**src/rtl/pod_pkg.sv**
```systemverilog
// ----------------------------------------------------------------------------
// pod_pkg
// Shared request modes, result status codes and the decision record that
// the update logic hands to the page ownership directory top level.
// ----------------------------------------------------------------------------
package pod_pkg;

    // Request mode as carried on the mode port
    typedef enum logic [1:0] {
        REQ_SHARE   = 2'd0,
        REQ_OWN     = 2'd1,
        REQ_LEASE   = 2'd2,
        REQ_ILLEGAL = 2'd3
    } mode_t;

    // Result status codes
    localparam logic [1:0] STATUS_GRANTED = 2'd0;
    localparam logic [1:0] STATUS_OWNER   = 2'd1;
    localparam logic [1:0] STATUS_BAD     = 2'd2;

    // Outcome of one request, from the update logic to the control
    typedef struct packed {
        logic bad;          // malformed request, nothing changes
        logic already;      // requester already holds the page or lease
        logic page_grant;   // page entry is rewritten, page transfer counted
        logic write_grant;  // granted write, invalidations counted
        logic lease_grant;  // lease moves, lease transfer counted
    } pod_decision_t;

endpackage : pod_pkg

```
**src/rtl/page_ownership_directory_unit.sv**
```systemverilog
// ----------------------------------------------------------------------------
// page_ownership_directory_unit
// Coherence directory with write-invalidate: page owner and reader mask per
// page in a synchronous memory, one lease holder and three counters.
// ----------------------------------------------------------------------------
// Result: a request accepted in the idle state has its directory entry read,
//   and its result is loaded in the lookup state once the result slot is free.
// Requests: a new request waits until the previous result is loaded; the
//   directory read is followed by the update and write-back of the same entry.
// Reset: counters and lease holder clear at once; the directory then runs a
//   clearing pass over every page with in_ready low before any request.
module page_ownership_directory_unit #(
    parameter int NODE_COUNT = 4,
    parameter int PAGE_COUNT = 16
) (
    input  logic        clk,
    input  logic        rst_n,
    input  logic        in_valid,
    output logic        in_ready,
    input  logic [1:0]  requester,
    input  logic [3:0]  page,
    input  logic [1:0]  mode,
    output logic        out_valid,
    input  logic        out_ready,
    output logic [1:0]  status,
    output logic [1:0]  previous_owner,
    output logic [3:0]  invalidate_mask,
    output logic [3:0]  readers_prior,
    output logic [31:0] page_transfer_count,
    output logic [31:0] lease_transfer_count,
    output logic [31:0] invalidation_count
);

    localparam int AW    = (PAGE_COUNT > 1) ? $clog2(PAGE_COUNT) : 1;
    localparam int OWN_W = $clog2(NODE_COUNT);
    localparam int CNT_W = $clog2(NODE_COUNT + 1);

    typedef enum logic {
        ST_IDLE,
        ST_LOOKUP
    } state_t;

    state_t                state_reg;
    logic                  out_valid_reg;
    logic [1:0]            req_reg;
    logic [3:0]            page_reg;
    pod_pkg::mode_t        mode_reg;
    logic [OWN_W-1:0]      lease_holder_reg;
    logic [31:0]           page_cnt_reg;
    logic [31:0]           lease_cnt_reg;
    logic [31:0]           inv_cnt_reg;
    logic [1:0]            status_reg;
    logic [1:0]            prev_owner_reg;
    logic [3:0]            inv_mask_reg;
    logic [3:0]            readers_prior_reg;

    logic                  mem_busy;
    logic                  accept;
    logic                  result_load;
    logic [AW+3:0]         page_wide;
    logic [AW+3:0]         page_reg_wide;
    logic [OWN_W+1:0]      req_reg_wide;
    logic [OWN_W-1:0]      rd_owner;
    logic [NODE_COUNT-1:0] rd_readers;
    logic                  mem_we;

    pod_pkg::pod_decision_t decision;
    logic [1:0]            upd_status;
    logic [1:0]            upd_prev_owner;
    logic [3:0]            upd_inv_mask;
    logic [3:0]            upd_readers_prior;
    logic [OWN_W-1:0]      upd_owner;
    logic [NODE_COUNT-1:0] upd_readers;
    logic [CNT_W-1:0]      upd_inv_count;

    // Handshake: take a request when idle and not clearing, load a result when the slot frees
    assign in_ready    = (state_reg == ST_IDLE) && !mem_busy;
    assign accept      = in_valid && in_ready;
    assign result_load = (state_reg == ST_LOOKUP) && (!out_valid_reg || out_ready);
    assign mem_we      = result_load && decision.page_grant;

    // Fit the page number to the directory address, the requester to a node
    assign page_wide     = {{AW{1'b0}}, page};
    assign page_reg_wide = {{AW{1'b0}}, page_reg};
    assign req_reg_wide  = {{OWN_W{1'b0}}, req_reg};

    pod_dir_mem #(
        .PAGE_COUNT (PAGE_COUNT),
        .NODE_COUNT (NODE_COUNT),
        .AW         (AW),
        .OWN_W      (OWN_W)
    ) u_dir_mem (
        .clk        (clk),
        .rst_n      (rst_n),
        .re         (accept),
        .raddr      (page_wide[AW-1:0]),
        .rd_owner   (rd_owner),
        .rd_readers (rd_readers),
        .we         (mem_we),
        .waddr      (page_reg_wide[AW-1:0]),
        .wr_owner   (upd_owner),
        .wr_readers (upd_readers),
        .busy       (mem_busy)
    );

    pod_update #(
        .PAGE_COUNT (PAGE_COUNT),
        .NODE_COUNT (NODE_COUNT),
        .OWN_W      (OWN_W),
        .CNT_W      (CNT_W)
    ) u_update (
        .requester       (req_reg),
        .page            (page_reg),
        .mode            (mode_reg),
        .entry_owner     (rd_owner),
        .entry_readers   (rd_readers),
        .lease_holder    (lease_holder_reg),
        .decision        (decision),
        .status          (upd_status),
        .previous_owner  (upd_prev_owner),
        .invalidate_mask (upd_inv_mask),
        .readers_prior   (upd_readers_prior),
        .new_owner       (upd_owner),
        .new_readers     (upd_readers),
        .inv_count       (upd_inv_count)
    );

    // Hold state, request, counters and the result slot
    always_ff @(posedge clk or negedge rst_n)
    begin
        if (!rst_n)
        begin
            state_reg          <= ST_IDLE;
            out_valid_reg      <= 1'b0;
            req_reg            <= '0;
            page_reg           <= '0;
            mode_reg           <= pod_pkg::REQ_SHARE;
            lease_holder_reg   <= '0;
            page_cnt_reg       <= '0;
            lease_cnt_reg      <= '0;
            inv_cnt_reg        <= '0;
            status_reg         <= pod_pkg::STATUS_GRANTED;
            prev_owner_reg     <= '0;
            inv_mask_reg       <= '0;
            readers_prior_reg  <= '0;
        end
        else
        begin
            if (out_valid_reg && out_ready && !result_load)
            begin
                out_valid_reg <= 1'b0;
            end
            case (state_reg)
                ST_IDLE:
                begin
                    if (accept)
                    begin
                        req_reg   <= requester;
                        page_reg  <= page;
                        mode_reg  <= pod_pkg::mode_t'(mode);
                        state_reg <= ST_LOOKUP;
                    end
                end
                ST_LOOKUP:
                begin
                    if (result_load)
                    begin
                        if (decision.lease_grant)
                        begin
                            lease_holder_reg <= req_reg_wide[OWN_W-1:0];
                        end
                        page_cnt_reg  <= page_cnt_reg + 32'(decision.page_grant);
                        lease_cnt_reg <= lease_cnt_reg + 32'(decision.lease_grant);
                        inv_cnt_reg   <= inv_cnt_reg + 32'(upd_inv_count);
                        status_reg         <= upd_status;
                        prev_owner_reg     <= upd_prev_owner;
                        inv_mask_reg       <= upd_inv_mask;
                        readers_prior_reg  <= upd_readers_prior;
                        out_valid_reg      <= 1'b1;
                        state_reg          <= ST_IDLE;
                    end
                end
                default:
                begin
                    state_reg <= ST_IDLE;
                end
            endcase
        end
    end

    assign out_valid            = out_valid_reg;
    assign status               = status_reg;
    assign previous_owner       = prev_owner_reg;
    assign invalidate_mask      = inv_mask_reg;
    assign readers_prior        = readers_prior_reg;
    assign page_transfer_count  = page_cnt_reg;
    assign lease_transfer_count = lease_cnt_reg;
    assign invalidation_count   = inv_cnt_reg;

`ifndef NO_ASSERTIONS
    // No request is taken while the directory is being cleared
    a_no_accept_in_clear: assert property (@(posedge clk) disable iff (!rst_n)
        mem_busy |-> !in_ready)
        else $error("request accepted during directory clearing");

    // An accepted request is always followed by its lookup cycle
    a_accept_to_lookup: assert property (@(posedge clk) disable iff (!rst_n)
        accept |=> state_reg == ST_LOOKUP)
        else $error("accepted request did not enter lookup");

    // Counters move only when a result is loaded
    a_counters_hold: assert property (@(posedge clk) disable iff (!rst_n)
        !result_load |=> $stable(page_cnt_reg) && $stable(lease_cnt_reg)
                         && $stable(inv_cnt_reg))
        else $error("counter changed without a result");

    // Invalidations only accompany a granted request
    a_inv_only_granted: assert property (@(posedge clk) disable iff (!rst_n)
        out_valid_reg |-> (inv_mask_reg == 4'b0000
                           || status_reg == pod_pkg::STATUS_GRANTED))
        else $error("invalidate mask on a refused request");
`endif

endmodule : page_ownership_directory_unit

```
**src/rtl/pod_dir_mem.sv**
```systemverilog
// ----------------------------------------------------------------------------
// pod_dir_mem
// Directory storage: one owner and one reader mask per page, single write
// port, one read port with registered data. Runs a clearing pass after reset
// that loads each page with its home node and an empty reader mask.
// ----------------------------------------------------------------------------
module pod_dir_mem #(
    parameter int PAGE_COUNT = 16,
    parameter int NODE_COUNT = 4,
    parameter int AW         = 4,
    parameter int OWN_W      = 2
) (
    input  logic                  clk,
    input  logic                  rst_n,
    input  logic                  re,
    input  logic [AW-1:0]         raddr,
    output logic [OWN_W-1:0]      rd_owner,
    output logic [NODE_COUNT-1:0] rd_readers,
    input  logic                  we,
    input  logic [AW-1:0]         waddr,
    input  logic [OWN_W-1:0]      wr_owner,
    input  logic [NODE_COUNT-1:0] wr_readers,
    output logic                  busy
);

    logic [OWN_W-1:0]      owner_mem   [PAGE_COUNT];
    logic [NODE_COUNT-1:0] readers_mem [PAGE_COUNT];

    logic                  clear_busy_reg;
    logic [AW-1:0]         clr_idx_reg;
    logic [OWN_W-1:0]      clr_node_reg;

    logic                  mem_we;
    logic [AW-1:0]         mem_waddr;
    logic [OWN_W-1:0]      mem_owner;
    logic [NODE_COUNT-1:0] mem_readers;

    // Sweep every page once after reset; home node wraps at the node count
    always_ff @(posedge clk or negedge rst_n)
    begin
        if (!rst_n)
        begin
            clear_busy_reg <= 1'b1;
            clr_idx_reg    <= '0;
            clr_node_reg   <= '0;
        end
        else if (clear_busy_reg)
        begin
            if (clr_idx_reg == AW'(PAGE_COUNT - 1))
            begin
                clear_busy_reg <= 1'b0;
            end
            clr_idx_reg <= clr_idx_reg + AW'(1);
            if (clr_node_reg == OWN_W'(NODE_COUNT - 1))
            begin
                clr_node_reg <= '0;
            end
            else
            begin
                clr_node_reg <= clr_node_reg + OWN_W'(1);
            end
        end
    end

    // Select between the clearing sweep and normal updates
    always_comb
    begin
        if (clear_busy_reg)
        begin
            mem_we      = 1'b1;
            mem_waddr   = clr_idx_reg;
            mem_owner   = clr_node_reg;
            mem_readers = '0;
        end
        else
        begin
            mem_we      = we;
            mem_waddr   = waddr;
            mem_owner   = wr_owner;
            mem_readers = wr_readers;
        end
    end

    // Storage array with registered read data
    always_ff @(posedge clk)
    begin
        if (mem_we)
        begin
            owner_mem[mem_waddr]   <= mem_owner;
            readers_mem[mem_waddr] <= mem_readers;
        end
        if (re)
        begin
            rd_owner   <= owner_mem[raddr];
            rd_readers <= readers_mem[raddr];
        end
    end

    assign busy = clear_busy_reg;

endmodule : pod_dir_mem

```
**src/rtl/pod_update.sv**
```systemverilog
// ----------------------------------------------------------------------------
// pod_update
// Request decision logic: classifies a request against the fetched page
// entry or the lease holder and forms the result fields, the new page entry
// and the number of invalidations sent.
// ----------------------------------------------------------------------------
module pod_update #(
    parameter int PAGE_COUNT = 16,
    parameter int NODE_COUNT = 4,
    parameter int OWN_W      = 2,
    parameter int CNT_W      = 3
) (
    input  logic [1:0]            requester,
    input  logic [3:0]            page,
    input  pod_pkg::mode_t        mode,
    input  logic [OWN_W-1:0]      entry_owner,
    input  logic [NODE_COUNT-1:0] entry_readers,
    input  logic [OWN_W-1:0]      lease_holder,
    output pod_pkg::pod_decision_t decision,
    output logic [1:0]            status,
    output logic [1:0]            previous_owner,
    output logic [3:0]            invalidate_mask,
    output logic [3:0]            readers_prior,
    output logic [OWN_W-1:0]      new_owner,
    output logic [NODE_COUNT-1:0] new_readers,
    output logic [CNT_W-1:0]      inv_count
);

    logic                  req_ok;
    logic                  page_ok;
    logic [OWN_W+1:0]      req_wide;
    logic [OWN_W-1:0]      req_own;
    logic [NODE_COUNT-1:0] req_bit;
    logic [NODE_COUNT-1:0] inv_vec;
    logic [OWN_W-1:0]      prev_own;
    logic [NODE_COUNT-1:0] before_vec;
    logic [OWN_W+1:0]      prev_wide;
    logic [NODE_COUNT+3:0] before_wide;
    logic [NODE_COUNT+3:0] inv_wide;

    // Range checks and requester decode
    assign req_ok   = int'(requester) < NODE_COUNT;
    assign page_ok  = int'(page) < PAGE_COUNT;
    assign req_wide = {{OWN_W{1'b0}}, requester};
    assign req_own  = req_wide[OWN_W-1:0];

    always_comb
    begin
        for (int i = 0; i < NODE_COUNT; i++)
        begin
            req_bit[i] = (req_own == OWN_W'(i));
        end
    end

    // Classify the request and form the new entry
    always_comb
    begin
        decision    = '0;
        status      = pod_pkg::STATUS_GRANTED;
        prev_own    = '0;
        before_vec  = '0;
        inv_vec     = '0;
        new_owner   = entry_owner;
        new_readers = entry_readers;
        if (mode == pod_pkg::REQ_ILLEGAL || !req_ok)
        begin
            decision.bad = 1'b1;
            status       = pod_pkg::STATUS_BAD;
        end
        else if (mode == pod_pkg::REQ_LEASE)
        begin
            prev_own = lease_holder;
            if (lease_holder == req_own)
            begin
                decision.already = 1'b1;
                status           = pod_pkg::STATUS_OWNER;
            end
            else
            begin
                decision.lease_grant = 1'b1;
            end
        end
        else if (!page_ok)
        begin
            decision.bad = 1'b1;
            status       = pod_pkg::STATUS_BAD;
        end
        else
        begin
            prev_own   = entry_owner;
            before_vec = entry_readers;
            if (entry_owner == req_own)
            begin
                decision.already = 1'b1;
                status           = pod_pkg::STATUS_OWNER;
            end
            else if (mode == pod_pkg::REQ_SHARE)
            begin
                decision.page_grant = 1'b1;
                new_readers         = entry_readers | req_bit;
            end
            else
            begin
                decision.page_grant  = 1'b1;
                decision.write_grant = 1'b1;
                inv_vec              = entry_readers & ~req_bit;
                new_owner            = req_own;
                new_readers          = '0;
            end
        end
    end

    // Count invalidation targets
    always_comb
    begin
        inv_count = '0;
        for (int i = 0; i < NODE_COUNT; i++)
        begin
            inv_count = inv_count + CNT_W'(inv_vec[i]);
        end
    end

    // Fit internal widths to the result fields
    assign prev_wide       = {2'b00, prev_own};
    assign before_wide     = {4'b0000, before_vec};
    assign inv_wide        = {4'b0000, inv_vec};
    assign previous_owner  = prev_wide[1:0];
    assign readers_prior   = before_wide[3:0];
    assign invalidate_mask = inv_wide[3:0];

endmodule : pod_update

```
**config.mk**
```make
export PLATFORM = sky130hd
export DESIGN_NAME = page_ownership_directory_unit
export DESIGN_NICKNAME = d
export VERILOG_FILES = /design/src/rtl/pod_pkg.sv /design/src/rtl/page_ownership_directory_unit.sv /design/src/rtl/pod_dir_mem.sv /design/src/rtl/pod_update.sv
export SDC_FILE = /design/constraint.sdc
export NUM_CORES = 1
export LEC_CHECK = 0
export BUFFER_PORTS_ARGS = -buffer_cell sky130_fd_sc_hd__buf_2
export CAP_MARGIN = 40
export CORE_MARGIN = 4
export CORE_UTILIZATION = 36
export DETAILED_ROUTE_END_ITERATION = 10
export GPL_ROUTABILITY_DRIVEN = 0
export GPL_TIMING_DRIVEN = 0
export HOLD_SLACK_MARGIN = 0.06
export SYNTH_ARGS = -nofsm -noshare
export SYNTH_HDL_FRONTEND = slang
export SYNTH_SLANG_ARGS = --single-unit
```
**constraint.sdc**
```tcl
create_clock -name clk -period 4.87 [get_ports clk]
set_clock_uncertainty 0.1 [all_clocks]
set_input_delay 0.487 -clock clk [delete_from_list [all_inputs] [get_ports clk]]
set_output_delay 0.487 -clock clk [all_outputs]
set_load 0.01 [all_outputs]
```
==> results of run 1 <==
## layer usage
metal | vias up | part of all wire [%] | track usage (%)
li1 | 2946 | - | -
met1 | 3062 | 47 | 21.2
met2 | 160 | 46 | 22.5
met3 | 36 | 5.4 | 2.70
met4 | 0 | 2.2 | 3.63
met5 | - | 0 | 0
## synthesized netlist by cell type (2+ instances only)
cell type | instances | area, sq um
edfxtp_1 | 102 | 3060
and4_1 | 3 | 26.3
o41ai_1 | 2 | 17.5
nor3_1 | 16 | 80.1
nor4b_2 | 3 | 45.0
buf_1 | 2 | 7.51
nor2_1 | 59 | 221
a22oi_1 | 12 | 90.1
a21oi_1 | 4 | 20.0
o21ai_0 | 7 | 35.0
nor3_2 | 6 | 60.1
nand2_1 | 88 | 330
nand4_2 | 2 | 25.0
mux4_2 | 24 | 541
nand2b_1 | 4 | 25.0
a221oi_1 | 2 | 17.5
inv_1 | 18 | 67.6
nand3_1 | 28 | 140
buf_6 | 2 | 22.5
clkbuf_1 | 9 | 33.8
mux2_2 | 14 | 158
ha_1 | 11 | 138
dfrtp_1 | 126 | 3150
buf_2 | 6 | 30.0
nor4_2 | 3 | 37.5
a21o_1 | 4 | 30.0
nor4_4 | 6 | 128
o21a_1 | 4 | 30.0
xor2_1 | 49 | 429
and2_1 | 4 | 25.0
fa_1 | 2 | 40.0
nor2b_1 | 5 | 31.3
xnor2_1 | 48 | 420
mux2i_1 | 3 | 30.0
nand4_1 | 20 | 125
nor4_1 | 4 | 25.0
a31oi_1 | 2 | 12.5
and3_1 | 13 | 81.3
## where the power goes
| group | internal [mW] | switching, mW |
|---|---|---|
| Clock | 1.28 | 0.773 |
| Combinational | 0.225 | 0.396 |
| Sequential | 2.21 | 0.0945 |
## how the worst min path moves through the flow
stage                startpoint            endpoint  slack [ps]  cells past startpoint
2_1_floorplan             rst_n  invalidate_mask[0]          90                      0
3_3_place_gp   readers_prior[3]    readers_prior[3]         350                      2
3_5_place_dp   readers_prior[1]    readers_prior[1]         350                      2
4_1_cts            requester[0]          req_reg[0]          80                      2
5_1_grt            requester[0]          req_reg[0]          80                      2
6_report           requester[0]          req_reg[0]         100                      2
## stage by stage
step | hold WS, ps | power, mW | instance area, sq um | std cells
floorplan | 91.4 | 2.69 | 9990 | 734
global placement | 351 | 2.95 | 11000 | 1225
detailed placement | 355 | 2.97 | 11100 | 1228
CTS | 81.1 | 5.05 | 12000 | 1277
global route | 81.6 | 5.23 | 12000 | 1277
finish | 103 | 4.97 | 12000 | 1277
## layout make-up
class	instances	area, sq um
plain buffers	19	93.8
clock buffers	33	738
clock inverters	14	171
fillers	2439	15100
inverters	18	67.6
multi-input cells	468	3580
flip-flops and latches	229	6240
well taps	372	465
repair buffers	124	664
## logic make-up (layout without fill, tap and decap cells)
| kind of cell | Yosys count | count (layout) | share of synthesized area, % |
|---|---|---|---|
| muxes | 41 | 41 | 7.29 |
| buffers and inverters | 37 | 208 | 1.62 |
| xor gates and xnor gates | 97 | 97 | 8.51 |
| and+or+nand+nor | 275 | 275 | 15.4 |
| AOI/OAI and AO/OA | 42 | 42 | 2.94 |
| DFF | 229 | 229 | 62.5 |
| adders and majority gates | 13 | 13 | 1.78 |
==> summary by stage, run 1 <==
Final layout
The net count of the finished layout is 911. The top cell types in the final layout, fill and taps aside, are 126 x dfrtp_1, 124 x buf_2, 102 x edfxtp_1, 88 x nand2_1, 59 x nor2_1. The repair_antennas step left the layout with diodes totalling 0. Compared with the post-synthesis result, the final layout area differs by 20.4%. In the final layout, the share of cells above drive strength 1 is 26.5%. The fraction of the core area covered by cells at the end of the flow is 44.4%. The flip-flop count of the largest register, all copies and words added is 64.

The library cell used most frequently in the layout, excluding fill and tap cells, is dfrtp_1. The register name with the most flops is u_dir_mem.readers_mem.

Clocking
Buffers added to address setup during post-CTS repair amount to 0. Clock tree synthesis found a total of 229 sinks. In this run the number of H-tree levels came out at 1.

CTS placed an instance of clkbuf_16 at the clock tree root. Clock tree synthesis inserted a total of 26 buffers. The clock latency on the worst-skew pair is 520 ps. The hold buffer count at cts is 2. The clock passes through at most 3 buffers. The post-CTS resize count is 0. After clock tree synthesis, the clock-pin slew on the worst setup and hold paths is 60 ps.

The clock tree from TritonCTS is built.

Synth
Counting flops with a built-in enable in the synthesized netlist gives 102. Synthesis produced a netlist whose cell count is 734. The net count after synthesis is 759.

For this run, asynchronously set or reset flops after synthesis account for 55.5%. For this run, the number of Yosys warnings is 0. The share of the Yosys chip area taken by registers is 62.5%. The number of distinct library cells after synthesis is 55.

The cell area that synthesis handed to floorplanning was 9990 sq um. A synthesized cell averages 13.6 sq um. The most used flip-flop cell after synthesis is dfrtp_1. The synthesized flop and latch total is 229.

Die
The die area is 30500 sq um. After floorplanning, the core was sized to cover 27100 sq um. The floorplan has 60 rows.

The starting density of the core is 36.9%. The die is 175 um wide. The number of I/O pins is 122. Measured along the y axis, the die boundary spans 175 um.

Global routing
Entering global routing, the biggest net connects 66 pins. The global-route wire length before repair is 35900 um. The initial antenna violation count is 0. The total global routing track utilization is 14.5%.

The via count of the first global-routing pass is 6231. The total overflow left after global routing is 0.

Timing
The number of pins with negative max-slew slack in the final report is 0. Setup repair after global routing left no endpoint under its margin. The pin slew with the least headroom to its limit is 834 ps. The setup TNS is 0 ps. Setup slack closes at 637 ps. Of the available clock period, the critical path in the final layout requires 86.9%.

Headroom to the max-slew limit came out at 44.2%. The final critical-path required period is 4230 ps. The final-report setup violation count is 0.

The peak clock frequency supported by timing is 236 MHz. The hold violation count in the final report is 0.

Route
In the final routed layout, each cell accounts on average for 17.3 um. The final routed wirelength across all metal layers is 22100 um. In the routed layout, each cell is associated on average with a via count of 4.86.

The antenna violation net count after detailed routing is 0. In this run, the number of DRC markers left after iteration 0 of detailed routing was 454. Before antenna repair, the detailed router went through 5 iterations.

In the routed design, unresolved DRC markers number 0. For this block, the via count after detailed routing is 6204.

Worst hold path
In this run the worst hold path is classified as input port to register.

Placed design
The placed wire-length estimate after detailed placement is 15600 um. Port buffering added 119 buffers. Timing analysis after detailed placement gives a worst setup slack of 654 ps.

Worst setup path
The slowest cell on the critical path is clkbuf_1. Tracing the worst setup path back leads to its startpoint at req_reg[0]. The critical path contains buffers and inverters numbering 2 combined. STA classifies the critical path endpoint as a register. The instance count on the critical path is 14. Traced cell by cell, the critical path runs through buf_2 > xor2_1 > nor2_1 > nor2b_1 > and3_1 > ha_1 > fa_1 > ha_1 > ha_1 > a21o_1 > a21oi_1 > clkbuf_1 > nor4_1 > xor2_1.

STA puts the critical path data required time at 5160 ps. The critical path's top delay family is adder cells. The highest net fanout along the worst path is 10.

The worst path arrival time is 4520 ps. The setup path with the least slack is of type register to register. The critical register-to-register path endpoint is invalidation_count[25]. On the worst path, the slowest cell contributes a delay of 530 ps. The setup slack of the worst register-to-register path is 640 ps. By instance count, the cell type seen most on the critical path is ha_1. The worst register-to-register path has a depth of 14.

The worst setup path is launched from a register. In this run the critical register-to-register path is launched from req_reg[0]. In this run the worst setup path terminates at invalidation_count[25].

Power and ir drop
Power spread over the standard cell area amounts to 414 nW/um^2. VDD sags by at most 0.259 mV. The reported leakage power is 5.32 nW.

Run
The max-cap violation count is 0.

Outcome
The flow ran to the end, and the final reports show no timing, DRC or antenna violations.
Power figures use the tool's default switching activity.
==> inputs of run 2 (changes only) <==
- CTS_BUF_LIST: unset -> sky130_fd_sc_hd__clkbuf_8
==> run 2 against run 1 <==
Net effect:
- die area unchanged
- sequential power hardly changed
- clock-buffer cell count increased by 20
- critical path depth unchanged
- combinational power grew 0.6%
- critical endpoint is now invalidation_count[19]
- largest cell class unchanged
- highest routed layer unchanged
==> summary by stage, run 2 (same netlist as run 1, synthesis figures left out) <==
Die
The core area is 27100 sq um (unchanged). The number of I/O pins is 122 (unchanged). The horizontal die dimension is 175 um (unchanged). The starting density of the core came to 36.9% (unchanged).

The height of the die is 175 um (unchanged). The die area was 30500 sq um (unchanged). The placement row count is 60 (unchanged).

Worst setup path
The setup slack of the worst register-to-register path is 650 ps (was 640 ps). The required time reported for the critical path endpoint is 5160 ps (about the same). The worst path arrival time came to 4520 ps (about the same). The nature of the critical path endpoint is a register (unchanged). The element type at the critical path start is a register (unchanged). The category of the most critical setup path was register to register (unchanged). The beginning of the critical path is req_reg[1] (was req_reg[0]). The critical register-to-register path endpoint is invalidation_count[19] (was invalidation_count[25]). The capture point of the worst path is invalidation_count[19] (was invalidation_count[25]). The worst reg2reg path depth is 14 (unchanged).

The startpoint of the worst register-to-register path is req_reg[1] (was req_reg[0]). The highest net fanout along the worst path was 10 (unchanged).

Timing
The final critical-path required period is 4220 ps (was 4230 ps). RSZ-0062 raised after global routing: no (unchanged). The setup TNS is 0 ps (unchanged). The final-report setup violation count is 0 (unchanged). The hold violation count in the final report is 0 (unchanged). The peak clock frequency supported by timing is 237 MHz (was 236 MHz). The pin slew with the least headroom to its limit is 839 ps (was 834 ps). The final cycle utilization of the critical path came to 86.7% (was 86.9%). The post-layout worst setup margin is 647 ps (was 637 ps).

The number of pins with negative max-slew slack in the final report was 0 (unchanged). The worst slew slack as a fraction of its limit came to 44.1% (was 44.2%).

Clocking
The number of clock buffers inserted by TritonCTS was 41 (was 26). The clock latency on the worst-skew pair is 530 ps (was 520 ps). The CTS sink count came to 229 (unchanged). The clock tree from TritonCTS is built (unchanged). The CTS clock-pin slew for the worst setup and hold paths came to 60 ps (about the same). The root buffer cell is clkbuf_8 (was clkbuf_16).

The maximum number of buffers from clock root to sink came to 3 (unchanged). The number of H-tree levels came to 2 (was 1).

Route
The antenna violation net count after detailed routing is 0 (unchanged). The number of vias per cell is 4.88 (was 4.86). The detailed-router iteration count before antenna repair is 5 (unchanged).

The remaining design rule violation count is 0 (unchanged). The average wire per cell in the routed design came to 17.0 um (was 17.3 um). The final routed wirelength across all metal layers is 22300 um (was 22100 um). The via count of the routed design was 6387 (was 6204).

The initial DRC count is 468 (was 454).

Final layout
The flip-flop count of the largest register, all copies and words added is 64 (unchanged). The growth of design area from synthesis to finish is 19.9% (was 20.4%). Most used cells in the layout excluding fill and tap cells: 126 x dfrtp_1, 124 x buf_2, 102 x edfxtp_1, 88 x nand2_1, 59 x nor2_1 (unchanged). The share of post-route cells with drive strength above 1 is 27.0% (was 26.5%). The finished layout cell area is 12000 sq um (about the same).

The number of nets in the layout is 929 (was 911). The antenna diode instance count is 0 (unchanged). The fraction of the core area covered by cells at the end of the flow is 44.2% (was 44.4%). The register name with the most flops was u_dir_mem.readers_mem (unchanged). The most frequent standard cell in the layout excluding fill and tap cells is dfrtp_1 (unchanged).

Outcome
Run status: complete, no violations (unchanged).

Global routing
The total global routing track utilization is 14.7% (was 14.5%). The global-route wire length before repair came to 36000 um (was 35900 um). The initial antenna violation count is 0 (unchanged). The via count of the first global-routing pass is 6380 (was 6231). The maximum number of pins on one net before global-route repair is 66 (unchanged). The total global routing overflow is 0 (unchanged).

Worst hold path
The worst min-delay path class is input port to register (unchanged). The critical hold path startpoint is page[2] (was requester[0]).

Power and ir drop
The power density normalized to cell area is 391 nW/um^2 (was 414 nW/um^2). The reported leakage power was 5.37 nW (was 5.32 nW). The peak supply drop is 0.167 mV (was 0.259 mV).

Placed design
The number of input and output port buffers inserted was 119 (unchanged). The post-placement worst setup slack came to 654 ps (unchanged). The cell area reported after detailed placement is 11100 sq um (unchanged). The placed wire-length estimate after detailed placement is 15600 um (unchanged).

Run
The max-cap violation count is 0 (unchanged).
## run 2: stage by stage
stage / hold WS, ps / total power [mW] / std cells
after floorplan: 91.4 / 2.69 / 734
after global placement: 351 / 2.95 / 1225
after detailed placement: 355 / 2.97 / 1228
after CTS: 177 / 4.76 / 1309
after global routing: 211 / 4.93 / 1309
final: 216 / 4.68 / 1309
## run 2: layer usage
metal	share of wire [%]	wire, um	vias up	GRT usage, %
met5	0	0	-	0
met4	2.2	482	0	4.42
met3	6.2	1380	37	3.20
met2	46	10300	184	22.6
met1	45	10100	3167	20.9
li1	-	-	2999	-
## run 2: power breakdown
part	leakage, nW	switching, mW	internal, mW
Clock	0.492	0.775	0.973
Sequential	2.61	0.0949	2.21
Combinational	2.27	0.398	0.227
Total	5.37	1.27	3.41
## run 2: area by class of cell
| type | count | area, sq um |
|---|---|---|
| Fill cell | 2452 | 15100 |
| Clock inverter | 23 | 95.1 |
| Multi-Input combinational cell | 468 | 3580 |
| Timing Repair Buffer | 127 | 694 |
| Clock buffer | 53 | 729 |
| Inverter | 18 | 67.6 |
| Buffer | 19 | 93.8 |
| Tap cell | 372 | 465 |
| Sequential cell | 229 | 6240 |
## run 2: how the worst min path moves through the flow
stage / endpoint / depth (start not counted)
3_5_place_dp: readers_prior[1] / 2
4_1_cts: page_reg[2] / 2
6_report: page_reg[2] / 2
5_1_grt: page_reg[2] / 2
2_1_floorplan: invalidate_mask[0] / 0
3_3_place_gp: readers_prior[3] / 2
## run 2: repair_timing
item / CTS / global route
hold buffers: 5 / 0
gates resized for setup: 0 / 0
endpoints found under the hold margin: 65 / 0
buffers inserted: 0 / 0
## run 2: critical path: stages, from the launching register on
cell and delay [ps]:
dfrtp_1 310, buf_2 210, xor2_1 200, nor2_1 70, nor2b_1 270, and3_1 270
ha_1 250, fa_1 380, ha_1 310, ha_1 280, a21o_1 190, a21oi_1 430
clkbuf_1 530, nor4_1 120, xor2_1 160
==> inputs of run 3 (changes only) <==
- CORE_UTILIZATION: 36 -> 45
==> run 3 against run 2 <==
Net effect:
- combinational power about the same
- core utilization increased by 10 points
- critical path depth unchanged
- setup slack improved by 19 ps
- largest cell class unchanged
- largest power group unchanged
- highest routed layer unchanged
==> summary by stage, run 3 (same netlist as run 1, synthesis figures left out) <==
Worst setup path
The number of buffer and inverter stages on the critical path is 2 (unchanged). The worst path arrival time was 4500 ps (was 4520 ps). The required time reported for the critical path endpoint is 5170 ps (was 5160 ps).

The nature of the critical path endpoint was a register (unchanged). The element type at the critical path start is a register (unchanged). The startpoint of the worst register-to-register path is req_reg[1] (unchanged). The slowest cell on the critical path is clkbuf_1 (unchanged). The highest net fanout along the worst path is 10 (unchanged). The worst stage delay on the critical path is 520 ps (was 530 ps). The category of the most critical setup path is register to register (unchanged). Cell-by-cell listing of the critical path: buf_2 > xor2_1 > nor2_1 > nor2b_1 > and3_1 > ha_1 > fa_1 > ha_1 > ha_1 > a21o_1 > a21oi_1 > clkbuf_1 > nor4_1 > xor2_1 (unchanged). The critical path's top delay family is adder cells (unchanged). The beginning of the critical path was req_reg[1] (unchanged). The cell repeated most along the worst path is ha_1 (unchanged).

Final layout
The number of fill cells in the layout is 1830 (was 2452). The most frequent standard cell in the layout excluding fill and tap cells is dfrtp_1 (unchanged). Most used cells in the layout excluding fill and tap cells: 126 x dfrtp_1, 124 x buf_2, 102 x edfxtp_1, 88 x nand2_1, 59 x nor2_1 (unchanged). The area of the multi-input gates is 3580 sq um (unchanged). The flip-flop count of the largest register, all copies and words added was 64 (unchanged). The area occupied by registers is 6240 sq um (unchanged).

The final cell count without fillers is 1216 (was 1309). The antenna diode instance count came to 0 (unchanged). The number of nets in the layout was 928 (was 929). The growth of design area from synthesis to finish is 18.4% (was 19.9%). The register name with the most flops is u_dir_mem.readers_mem (unchanged).

The share of post-route cells with drive strength above 1 came to 27.0% (about the same).

Clocking
The number of clock buffers inserted by TritonCTS is 41 (unchanged). The number of H-tree levels is 2 (unchanged). The maximum number of buffers from clock root to sink came to 3 (unchanged). The root buffer cell is clkbuf_8 (unchanged). The CTS clock-pin slew for the worst setup and hold paths is 60 ps (about the same). The clock tree from TritonCTS is built (unchanged).

The CTS sink count was 229 (unchanged). The clock latency on the worst-skew pair is 540 ps (was 530 ps).

Die
The die area is 24600 sq um (was 30500 sq um). The starting density of the core came to 45.8% (was 36.9%). The core area is 21800 sq um (was 27100 sq um). The number of I/O pins came to 122 (unchanged). The placement row count is 54 (was 60). The height of the die came to 157 um (was 175 um). The horizontal die dimension is 157 um (was 175 um).

Global routing
The total global routing track utilization is 18.1% (was 14.7%). The global-route wire length before repair is 35400 um (was 36000 um). The initial antenna violation count came to 0 (unchanged). The via count of the first global-routing pass was 6530 (was 6380). The maximum number of pins on one net before global-route repair came to 69 (was 66). The total global routing overflow is 0 (unchanged).

Timing
The setup TNS was 0 ps (unchanged). The final critical-path required period was 4200 ps (was 4220 ps). The final cycle utilization of the critical path is 86.3% (was 86.7%). The worst slew slack as a fraction of its limit is 44.5% (was 44.1%).

The hold violation count in the final report came to 0 (unchanged). The final-report setup violation count was 0 (unchanged). RSZ-0062 raised after global routing: no (unchanged).

The pin slew with the least headroom to its limit came to 829 ps (was 839 ps). The number of pins with negative max-slew slack in the final report is 0 (unchanged). The peak clock frequency supported by timing is 238 MHz (was 237 MHz).

Route
The average wire per cell in the routed design came to 18.1 um (was 17.0 um). The final routed wirelength across all metal layers was 22100 um (was 22300 um). The detailed-router iteration count before antenna repair is 5 (unchanged). The number of vias per cell is 5.25 (was 4.88). The via count of the routed design was 6383 (was 6387). The antenna violation net count after detailed routing is 0 (unchanged). The remaining design rule violation count came to 0 (unchanged).

The initial DRC count came to 479 (was 468).

Placed design
The number of input and output port buffers inserted is 119 (unchanged). The placed wire-length estimate after detailed placement is 15600 um (about the same). The cell count after placement was 1136 (was 1228).

Worst hold path
The worst min-delay path class is input port to register (unchanged). The critical hold path startpoint was requester[1] (was page[2]).

Outcome
Run status: complete, no violations (unchanged).

Power and ir drop
The total chip power was 4.63 mW (was 4.68 mW). The cell-internal power came to 3.35 mW (was 3.41 mW). The sequential share of power was 49.7% (was 49.2%). The fraction of power consumed by the clock network is 36.8% (was 37.4%). The switching power total is 1.28 mW (was 1.27 mW). The peak supply drop is 0.210 mV (was 0.167 mV).

The power density normalized to cell area came to 392 nW/um^2 (was 391 nW/um^2). The reported leakage power was 5.33 nW (was 5.37 nW). The fraction of power spent switching nets is 27.6% (was 27.1%). The combinational share of power is 13.5% (was 13.4%).

Run
The max-cap violation count is 0 (unchanged).
-- run 3: final timing paths --
| kind | end | slack [ps] | cells after the start |
|---|---|---|---|
| setup / recovery | invalidation_count[25] | 670 | 14 |
| hold / removal | req_reg[1] | 160 | 2 |
| setup reg to reg | invalidation_count[25] | 670 | 14 |
| hold reg to reg | lease_transfer_count[31] | 360 | 1 |
| max in group asynchronous | invalidation_count[18] | 3530 | 3 |
| min in group asynchronous | lease_transfer_count[23] | 400 | 2 |
-- run 3: metal layers --
layer  track usage [%]  part of all wire (%)
met4              5.50                   1.7
met2              30.3                    49
met3              3.49                   6.2
met1              24.2                    43
met5                 0                     0
-- run 3: final cells by class --
class / count / area share [%]
Sequential cell: 229 / 52.8
Multi-Input combinational cell: 468 / 30.3
Timing Repair Buffer: 126 / 5.79
Clock buffer: 49 / 5.71
Tap cell: 280 / 2.96
Clock inverter: 27 / 1.05
Buffer: 19 / 0.794
Inverter: 18 / 0.572
-- run 3: timing repair --
action / in CTS / in global routing
hold buffers: 4 / 0
hold endpoints to repair: 61 / 0
gates resized for setup: 0 / 0
setup buffers: 0 / 0
-- run 3: through the flow --
stage / area, sq um / hold slack [ps] / utilization (%) / setup WS, ps
3_3_place_gp: 10900 / 353 / 50.1 / 739
4_1_cts: 11800 / 119 / 54.2 / 673
5_1_grt: 11800 / 131 / 54.2 / 399
3_5_place_dp: 11000 / 360 / 50.3 / 698
6_report: 11800 / 163 / 54.2 / 666
2_1_floorplan: 9990 / 91.4 / - / 1330
-- run 3: power groups by stage --
stage	clock network, mW	registers (mW)	logic, mW
2_1_floorplan	0	2.35	0.338
3_3_place_gp	0	2.33	0.605
3_5_place_dp	0	2.34	0.635
4_1_cts	1.76	2.30	0.639
5_1_grt	1.85	2.32	0.698
6_report	1.70	2.30	0.625
